File: src/rtl/core/shabs_pkg.sv
// Shared types, constants and helper functions of the SHA-256 byte stream hasher.
package shabs_pkg;

    typedef logic [31:0]       t_word;
    typedef logic [7:0][31:0]  t_hash;
    typedef logic [15:0][31:0] t_sched;

    localparam logic OP_ABSORB = 1'b0;
    localparam logic OP_FINISH = 1'b1;

    localparam t_word K_ROUND [64] = '{
        32'h428a2f98, 32'h71374491, 32'hb5c0fbcf, 32'he9b5dba5,
        32'h3956c25b, 32'h59f111f1, 32'h923f82a4, 32'hab1c5ed5,
        32'hd807aa98, 32'h12835b01, 32'h243185be, 32'h550c7dc3,
        32'h72be5d74, 32'h80deb1fe, 32'h9bdc06a7, 32'hc19bf174,
        32'he49b69c1, 32'hefbe4786, 32'h0fc19dc6, 32'h240ca1cc,
        32'h2de92c6f, 32'h4a7484aa, 32'h5cb0a9dc, 32'h76f988da,
        32'h983e5152, 32'ha831c66d, 32'hb00327c8, 32'hbf597fc7,
        32'hc6e00bf3, 32'hd5a79147, 32'h06ca6351, 32'h14292967,
        32'h27b70a85, 32'h2e1b2138, 32'h4d2c6dfc, 32'h53380d13,
        32'h650a7354, 32'h766a0abb, 32'h81c2c92e, 32'h92722c85,
        32'ha2bfe8a1, 32'ha81a664b, 32'hc24b8b70, 32'hc76c51a3,
        32'hd192e819, 32'hd6990624, 32'hf40e3585, 32'h106aa070,
        32'h19a4c116, 32'h1e376c08, 32'h2748774c, 32'h34b0bcb5,
        32'h391c0cb3, 32'h4ed8aa4a, 32'h5b9cca4f, 32'h682e6ff3,
        32'h748f82ee, 32'h78a5636f, 32'h84c87814, 32'h8cc70208,
        32'h90befffa, 32'ha4506ceb, 32'hbef9a3f7, 32'hc67178f2
    };

    localparam t_word HASH_INIT [8] = '{
        32'h6a09e667, 32'hbb67ae85, 32'h3c6ef372, 32'ha54ff53a,
        32'h510e527f, 32'h9b05688c, 32'h1f83d9ab, 32'h5be0cd19
    };

    function automatic t_word big_sigma0(input t_word x);
        return {x[1:0], x[31:2]} ^ {x[12:0], x[31:13]} ^ {x[21:0], x[31:22]};
    endfunction

    function automatic t_word big_sigma1(input t_word x);
        return {x[5:0], x[31:6]} ^ {x[10:0], x[31:11]} ^ {x[24:0], x[31:25]};
    endfunction

    function automatic t_word small_sigma0(input t_word x);
        return {x[6:0], x[31:7]} ^ {x[17:0], x[31:18]} ^ {3'b000, x[31:3]};
    endfunction

    function automatic t_word small_sigma1(input t_word x);
        return {x[16:0], x[31:17]} ^ {x[18:0], x[31:19]} ^ {10'd0, x[31:10]};
    endfunction

endpackage

File: src/rtl/core/sha256_byte_stream_hasher.sv
// Top level of the SHA-256 byte stream hasher with its block sequencer.
//
// This block hashes a byte stream with standard SHA-256. Each input transfer
// carries one byte in s_axis_tdata and an operation in s_axis_tuser: 0 absorbs
// the byte, 1 finishes the message (the byte is then ignored). An absorb stores
// the byte; the one that fills a 64-byte block also starts the compression,
// which runs 64 rounds on a single shared round unit at one round per cycle,
// followed by an add state that adds the result into the hash, and the input
// stays not ready until the add is done. A finish pads the pending bytes with
// 0x80, zeros and the 64-bit big-endian bit length, then compresses and adds
// that block before the first digest word appears; when 56 or more bytes are
// pending, the length spills into a second block, and both blocks are
// compressed in turn. The digest then leaves as eight output transfers, H0
// first, word index in the upper bits of tdata and tlast on the eighth word,
// one per cycle while m_axis_tready is high. The input accepts nothing until
// the last digest word is taken, and the hasher then starts a new message from
// the initial hash values. The bit length wraps modulo 2^64.
module sha256_byte_stream_hasher (
    input  logic        i_clk,
    input  logic        i_rst_n,
    input  logic        s_axis_tvalid,
    output logic        s_axis_tready,
    input  logic [7:0]  s_axis_tdata,   // [7:0] data_byte
    input  logic        s_axis_tuser,   // [0] operation
    output logic        m_axis_tvalid,
    input  logic        m_axis_tready,
    output logic [39:0] m_axis_tdata,   // [31:0] digest_word, [34:32] word_index, zeros above
    output logic        m_axis_tlast    // last_word
);
    import shabs_pkg::*;

    localparam logic [2:0] ST_IDLE    = 3'd0;
    localparam logic [2:0] ST_COMP    = 3'd1;
    localparam logic [2:0] ST_ADD     = 3'd2;
    localparam logic [2:0] ST_FIN_LEN = 3'd3;
    localparam logic [2:0] ST_OUT     = 3'd4;

    logic [2:0]  r_state, n_state;
    logic [2:0]  r_after, n_after;    // where to go once a compression is added back
    logic [5:0]  r_cnt, n_cnt;        // bytes pending in the block
    logic [63:0] r_msg_bits, n_msg_bits;
    logic        r_two, n_two;        // finish needs a second, length-only block
    logic [5:0]  r_round, n_round;
    logic [2:0]  r_idx, n_idx;
    t_sched      r_sched, n_sched;    // block words, later the schedule window
    t_hash       r_vars, n_vars;
    t_hash       r_hash, n_hash;

    t_hash       round_vars;
    t_word       sched_new;
    logic        in_fire;
    logic        out_fire;

    shabs_round u_round (
        .i_round     (r_round),
        .i_vars      (r_vars),
        .i_sched     (r_sched),
        .o_vars      (round_vars),
        .o_sched_new (sched_new)
    );

    assign s_axis_tready = (r_state == ST_IDLE);
    assign in_fire       = s_axis_tvalid && s_axis_tready;
    assign m_axis_tvalid = (r_state == ST_OUT);
    assign out_fire      = m_axis_tvalid && m_axis_tready;

    // The hash words rotate toward index 0 as they are sent, so word 0 is
    // always the one on the bus.
    assign m_axis_tdata = {5'd0, r_idx, r_hash[0]};
    assign m_axis_tlast = (r_idx == 3'd7);

    always_comb begin
        n_state    = r_state;
        n_after    = r_after;
        n_cnt      = r_cnt;
        n_msg_bits = r_msg_bits;
        n_two      = r_two;
        n_round    = r_round;
        n_idx      = r_idx;
        n_sched    = r_sched;
        n_vars     = r_vars;
        n_hash     = r_hash;
        unique case (r_state)
            ST_IDLE: begin
                if (in_fire) begin
                    if (s_axis_tuser == OP_ABSORB) begin
                        // Byte 0 of a block is the most significant byte of word 0.
                        for (int p = 0; p < 64; p++) begin
                            if (6'(p) == r_cnt) begin
                                n_sched[p / 4][31 - 8 * (p % 4) -: 8] = s_axis_tdata;
                            end
                        end
                        n_cnt = r_cnt + 6'd1;
                        if (r_cnt == 6'd63) begin
                            n_state = ST_COMP;
                            n_after = ST_IDLE;
                            n_vars  = r_hash;
                            n_round = 6'd0;
                        end
                    end else begin
                        for (int p = 0; p < 64; p++) begin
                            if (6'(p) == r_cnt) begin
                                n_sched[p / 4][31 - 8 * (p % 4) -: 8] = 8'h80;
                            end else if (6'(p) > r_cnt) begin
                                n_sched[p / 4][31 - 8 * (p % 4) -: 8] = 8'h00;
                            end
                        end
                        n_msg_bits = r_msg_bits + {55'd0, r_cnt, 3'd0};
                        n_two      = (r_cnt >= 6'd56);
                        if (r_cnt >= 6'd56) begin
                            n_state = ST_COMP;
                            n_after = ST_FIN_LEN;
                            n_vars  = r_hash;
                            n_round = 6'd0;
                        end else begin
                            n_state = ST_FIN_LEN;
                        end
                    end
                end
            end
            ST_COMP: begin
                n_vars = round_vars;
                for (int j = 0; j < 15; j++) begin
                    n_sched[j] = r_sched[j + 1];
                end
                n_sched[15] = sched_new;
                n_round     = r_round + 6'd1;
                if (r_round == 6'd63) begin
                    n_state = ST_ADD;
                end
            end
            ST_ADD: begin
                for (int i = 0; i < 8; i++) begin
                    n_hash[i] = r_hash[i] + r_vars[i];
                end
                n_state = r_after;
                if (r_after == ST_IDLE) begin
                    n_msg_bits = r_msg_bits + 64'd512;
                end
            end
            ST_FIN_LEN: begin
                // A spilled finish starts a fresh block of zeros before the length.
                if (r_two) begin
                    for (int j = 0; j < 14; j++) begin
                        n_sched[j] = '0;
                    end
                end
                n_sched[14] = r_msg_bits[63:32];
                n_sched[15] = r_msg_bits[31:0];
                n_two       = 1'b0;
                n_state     = ST_COMP;
                n_after     = ST_OUT;
                n_vars      = r_hash;
                n_round     = 6'd0;
            end
            ST_OUT: begin
                if (out_fire) begin
                    // Initial values enter at the top so the hash is restored
                    // after all eight words are sent.
                    for (int i = 0; i < 7; i++) begin
                        n_hash[i] = r_hash[i + 1];
                    end
                    n_hash[7] = HASH_INIT[r_idx];
                    n_idx     = r_idx + 3'd1;
                    if (r_idx == 3'd7) begin
                        n_state    = ST_IDLE;
                        n_cnt      = 6'd0;
                        n_msg_bits = 64'd0;
                    end
                end
            end
            default: begin
                n_state = ST_IDLE;
            end
        endcase
    end

    always_ff @(posedge i_clk) begin
        if (!i_rst_n) begin
            r_state    <= ST_IDLE;
            r_after    <= ST_IDLE;
            r_cnt      <= 6'd0;
            r_msg_bits <= 64'd0;
            r_two      <= 1'b0;
            r_idx      <= 3'd0;
            for (int i = 0; i < 8; i++) begin
                r_hash[i] <= HASH_INIT[i];
            end
        end else begin
            r_state    <= n_state;
            r_after    <= n_after;
            r_cnt      <= n_cnt;
            r_msg_bits <= n_msg_bits;
            r_two      <= n_two;
            r_idx      <= n_idx;
            r_hash     <= n_hash;
        end
    end

    always_ff @(posedge i_clk) begin
        r_round <= n_round;
        r_sched <= n_sched;
        r_vars  <= n_vars;
    end

endmodule

File: src/rtl/core/shabs_round.sv
// One SHA-256 compression round together with the next message schedule word.
module shabs_round (
    input  logic [5:0]       i_round,
    input  shabs_pkg::t_hash  i_vars,
    input  shabs_pkg::t_sched i_sched,
    output shabs_pkg::t_hash  o_vars,
    output shabs_pkg::t_word  o_sched_new
);
    import shabs_pkg::*;

    t_word t1;
    t_word t2;
    t_word ch;
    t_word maj;

    // Working variables a..h sit at indexes 0..7.
    assign ch  = (i_vars[4] & i_vars[5]) ^ (~i_vars[4] & i_vars[6]);
    assign maj = (i_vars[0] & i_vars[1]) ^ (i_vars[0] & i_vars[2]) ^ (i_vars[1] & i_vars[2]);
    assign t1  = i_vars[7] + big_sigma1(i_vars[4]) + ch + K_ROUND[i_round] + i_sched[0];
    assign t2  = big_sigma0(i_vars[0]) + maj;

    assign o_vars[0] = t1 + t2;
    assign o_vars[1] = i_vars[0];
    assign o_vars[2] = i_vars[1];
    assign o_vars[3] = i_vars[2];
    assign o_vars[4] = i_vars[3] + t1;
    assign o_vars[5] = i_vars[4];
    assign o_vars[6] = i_vars[5];
    assign o_vars[7] = i_vars[6];

    // The window holds W[t..t+15]; this is W[t+16].
    assign o_sched_new = small_sigma1(i_sched[14]) + i_sched[9]
                       + small_sigma0(i_sched[1]) + i_sched[0];

endmodule
File: config.mk
export PLATFORM = sky130hd
export DESIGN_NAME = sha256_byte_stream_hasher
export DESIGN_NICKNAME = d
export VERILOG_FILES = /design/src/rtl/core/shabs_pkg.sv /design/src/rtl/core/sha256_byte_stream_hasher.sv /design/src/rtl/core/shabs_round.sv
export SDC_FILE = /design/constraint.sdc
export NUM_CORES = 2
export LEC_CHECK = 0
export BUFFER_PORTS_ARGS = -buffer_cell sky130_fd_sc_hd__buf_2
export CELL_PAD_IN_SITES_DETAIL_PLACEMENT = 1
export CELL_PAD_IN_SITES_GLOBAL_PLACEMENT = 1
export CORE_AREA = 10 10 421 423
export CTS_CLUSTER_SIZE = 25
export DETAILED_ROUTE_END_ITERATION = 10
export DIE_AREA = 0 0 431 433
export GPL_ROUTABILITY_DRIVEN = 0
export PLACE_DENSITY_LB_ADDON = 0.1
export SLEW_MARGIN = 15
export SYNTH_ARGS = -nofsm -noshare
export SYNTH_HDL_FRONTEND = slang
export SYNTH_SLANG_ARGS = --single-unit
File: constraint.sdc
create_clock -name i_clk -period 34.8 [get_ports i_clk]
set_input_delay 3.48 -clock i_clk [delete_from_list [all_inputs] [get_ports i_clk]]
set_output_delay 3.48 -clock i_clk [all_outputs]
set_load 0.01 [all_outputs]
==> run_results.csv <==
group,metric,value,unit
critical_path,critPathRequiredTime,35.35,ns
die,initial_core_util,0.4480,
logic_synthesis,synth_top_family_by_area,"compound AO/OA/AOI/OAI gates",
sta,drv_slew,0,
clock_tree,cts_hold_buf,0,
global_routing,grt_usage,0.2932,
die,fp.dieH,433,um
clock_tree,clockBufferDepth,3,
route,top_layer_used,"met5",
sta,tns,0,ns
cells_and_area,final_cells,10232,
flow_run,cap_violations,0,
logic_synthesis,synthAdderAreaFrac,0.1227,
logic_synthesis,synthDistinctLibCells,109,
cells_and_area,multi_input_area,42610,um^2
critical_path,crit_buf_inv,4,
cells_and_area,ff_latch_area,29890,um^2
sta,rsz0062_at_grt,"false",
min_path,holdCritPathClass,"reg -> reg",
clock_tree,clk_pin_slew,0.06,ns
sta,skew,0.03905,ns
cells_and_area,final_layout_size_suffix_gt1_frac,0.05418,
critical_path,crit_cells,37,
critical_path,cpMaxStageDelayCell,"edfxtp_1",
logic_synthesis,syn_area_per_cell,9.241,um^2
route,drcViolationCount,0,
placed_design,dp.cells,9982,
critical_path,worst_setup_path_start_kind,"flop",
critical_path,cpPeakStageDelay,0.76,ns
clock_tree,cts_setup_buffers,0,
logic_synthesis,synthSimpleGateAreaFrac,0.1405,
clock_tree,h-tree-depth,4,
logic_synthesis,syn-cell-area,75580,um^2
clock_tree,cts-resized-gates,0,
global_routing,antenna_found_initial,9,
logic_synthesis,synth_edf_count,774,
critical_path,arrival,11.70,ns
cells_and_area,fin_area,81500,um^2
placed_design,place_area,77160,um^2
clock_tree,cts_made_buffers,135,
min_path,whs_path_depth,2,
min_path,hold_path.startpoint,"r_two$_SDFFE_PN0P_",
die,core-area,168700,um^2
logic_synthesis,synthCells,8179,
placed_design,hpwlAfterDp,204600,um
clock_tree,cts_root_buffer,"clkbuf_16",
route,viasPerCell,6.265,
sta,tightest_slew,1.228,ns
die,rows,151,
global_routing,grt_pass1_vias,63491,
global_routing,grt.overflow.total,0,
sta,fmax,0.08967,GHz
clock_tree,cts_tree,"built",
critical_path,crit_type,"reg -> reg",
die,fp.dieArea,186600,um^2
clock_tree,cts_sinks,1106,
route,wirelength,281700,um
die,io_pins,56,
route,dr_wl_met3,22630,um
min_path,min_to,"r_two$_SDFFE_PN0P_",
placed_design,io_buffers,50,
route,ant_nets,0,
global_routing,grt_start_max_net_pins,169,
logic_synthesis,ys_warn_count,0,
sta,fin_crit,11.15,ns
logic_synthesis,synthMuxAreaShare,0.009419,
critical_path,critPathTopFamily,"compound AO/OA/AOI/OAI gates",
die,die_x,431,um
logic_synthesis,synth_compound_area_frac,0.2222,
logic_synthesis,synth_xor_area_frac,0.06743,
clock_tree,clkLatencyLatePin,0.82,ns
sta,setup_viol,0,
critical_path,r2r_start,"r_round[0]$_SDFFCE_PN0P_",
route,drt_first_pass_iters,6,
sta,slew_headroom,0.1753,
route,via_count,64104,
global_routing,grt_pass1_wl,419100,um
outcome,status,"finished, final reports clean",
route,drt_iter0_drc,6745,
logic_synthesis,synthArstFlopShare,0,
cells_and_area,nNetsFinal,8520,
critical_path,end_kind,"flop",
sta,min_period_over_period,0.3205,
critical_path,r2r.worst_path.cells,37,
logic_synthesis,yosysSeqAreaShare,0.3955,
route,drt-wirelength-per-cell,27.53,um
critical_path,rr_endpoint,"r_vars[31]$_DFFE_PP_",
cells_and_area,syn2layout_area_growth,7.834,%
critical_path,crit_fanout,17,
sta,finalHoldViolCount,0,
logic_synthesis,synthFlopType,"edfxtp_1",
cells_and_area,fillers,19054,
logic_synthesis,ys_seq_elements,1106,
route,met2WireLength,121000,um
route,wl_met1,129100,um
critical_path,rrSetupSlack,23.65,ns
==> how the worst max path moves through the flow <==
stage	endpoint	start	slack (ns)
global route	r_vars[31]$_DFFE_PP_	r_round[0]$_SDFFCE_PN0P_	23.17
CTS	r_vars[31]$_DFFE_PP_	r_round[0]$_SDFFCE_PN0P_	24.03
finish	r_vars[31]$_DFFE_PP_	r_round[0]$_SDFFCE_PN0P_	23.65
detailed placement	r_vars[31]$_DFFE_PP_	r_round[0]$_SDFFCE_PN0P_	24.04
floorplan	r_round[0]$_SDFFCE_PN0P_	s_axis_tuser	11.90
global placement	r_vars[31]$_DFFE_PP_	r_round[0]$_SDFFCE_PN0P_	24.12
==> routing by layer <==
layer  GRT usage  vias to the layer above
li1            -                    28808
met1      0.4292                    32435
met2      0.4365                     2428
met3     0.05358                      427
met4     0.09200                        6
met5           0                        -
==> sequential cells by signal, summed over array words and instances (netlist names) <==
name	cells
r_cnt	6
r_sched	512
r_two	1
r_idx	3
m_axis_tdata	32
r_state	3
r_after	2
r_vars	256
r_hash	224
r_msg_bits	61
r_round	6
==> cells in the final DEF, fill, tap and decap left out, drive strengths merged, types with 64 or more instances in the layout <==
master	synthesis	layout
buf	109	128
a21oi	655	655
xor2	181	181
dfxtp	332	332
a31oi	113	113
a211oi	79	79
and3	64	64
nor3	138	138
o21ai	545	545
ha	410	410
nand3	181	181
xnor2	400	400
clkbuf	438	193
o211ai	100	100
nand2	1253	1253
nand2b	82	82
inv	254	262
fa	196	196
edfxtp	774	774
a21o	636	636
nor2	459	459
==> synth_stat cells (82+ instances only) <==
cell      instances  share of area
nand3_1         181          0.012
xor2_1          181          0.021
nand2_1        1253          0.062
nor2_1          457          0.023
a21o_1          636          0.063
o21ai_0         514          0.034
edfxtp_1        774           0.31
nor3_1          136         0.0090
o211ai_1         99         0.0098
nand2b_1         82         0.0068
inv_1           252          0.013
ha_1            410          0.068
dfxtp_1         332          0.088
fa_1            196          0.052
xnor2_1         399          0.046
clkbuf_1        436          0.022
a21oi_1         649          0.043
a31oi_1         108         0.0089
==> area by class of cell <==
| type | instances | share of cell area |
|---|---|---|
| Timing Repair Buffer | 129 | 0.01153 |
| Multi-Input combinational cell | 6274 | 0.5228 |
| Sequential cell | 1106 | 0.3667 |
| Clock buffer | 192 | 0.04572 |
| Antenna cell | 3 | 0.00009211 |
| Clock inverter | 55 | 0.007231 |
| Inverter | 255 | 0.01190 |
| Tap cell | 2218 | 0.03405 |
==> metrics by stage <==
stage / util / worst slack [ns] / hold slack, ns
finish: 0.4831 / 23.65 / 0.4944
detailed placement: 0.4573 / 24.04 / 0.4862
CTS: 0.4829 / 24.03 / 0.4995
global route: 0.4831 / 23.17 / 0.5205
global placement: 0.4573 / 24.12 / 0.4583
floorplan: - / 11.90 / 0.4490
==> worst register-to-register path: cells and delay by family (launching register included) <==
| family | cells | cell delay [ns] |
|---|---|---|
| muxes | 1 | 0.48 |
| xor gates and xnor gates | 2 | 0.46 |
| DFF | 1 | 0.76 |
| AOI/OAI and AO/OA | 16 | 3.85 |
| buffers and inverters | 4 | 0.59 |
| and+or+nand+nor | 7 | 1.40 |
| adders and majority gates | 7 | 3.31 |
==> cell families after synthesis <==
group                    Yosys count
AO/OA/AOI/OAI                   2567
XOR/XNOR                         581
adder cells (fa/ha/maj)          628
buffers and inverters            803
flip-flops                      1106
multiplexers                      62
other                              1
AND/OR/NAND/NOR                 2431
Power is left out: the tool's default activity adds up to more than one toggle a clock period on the data nets, which glitch-free logic cannot reach.
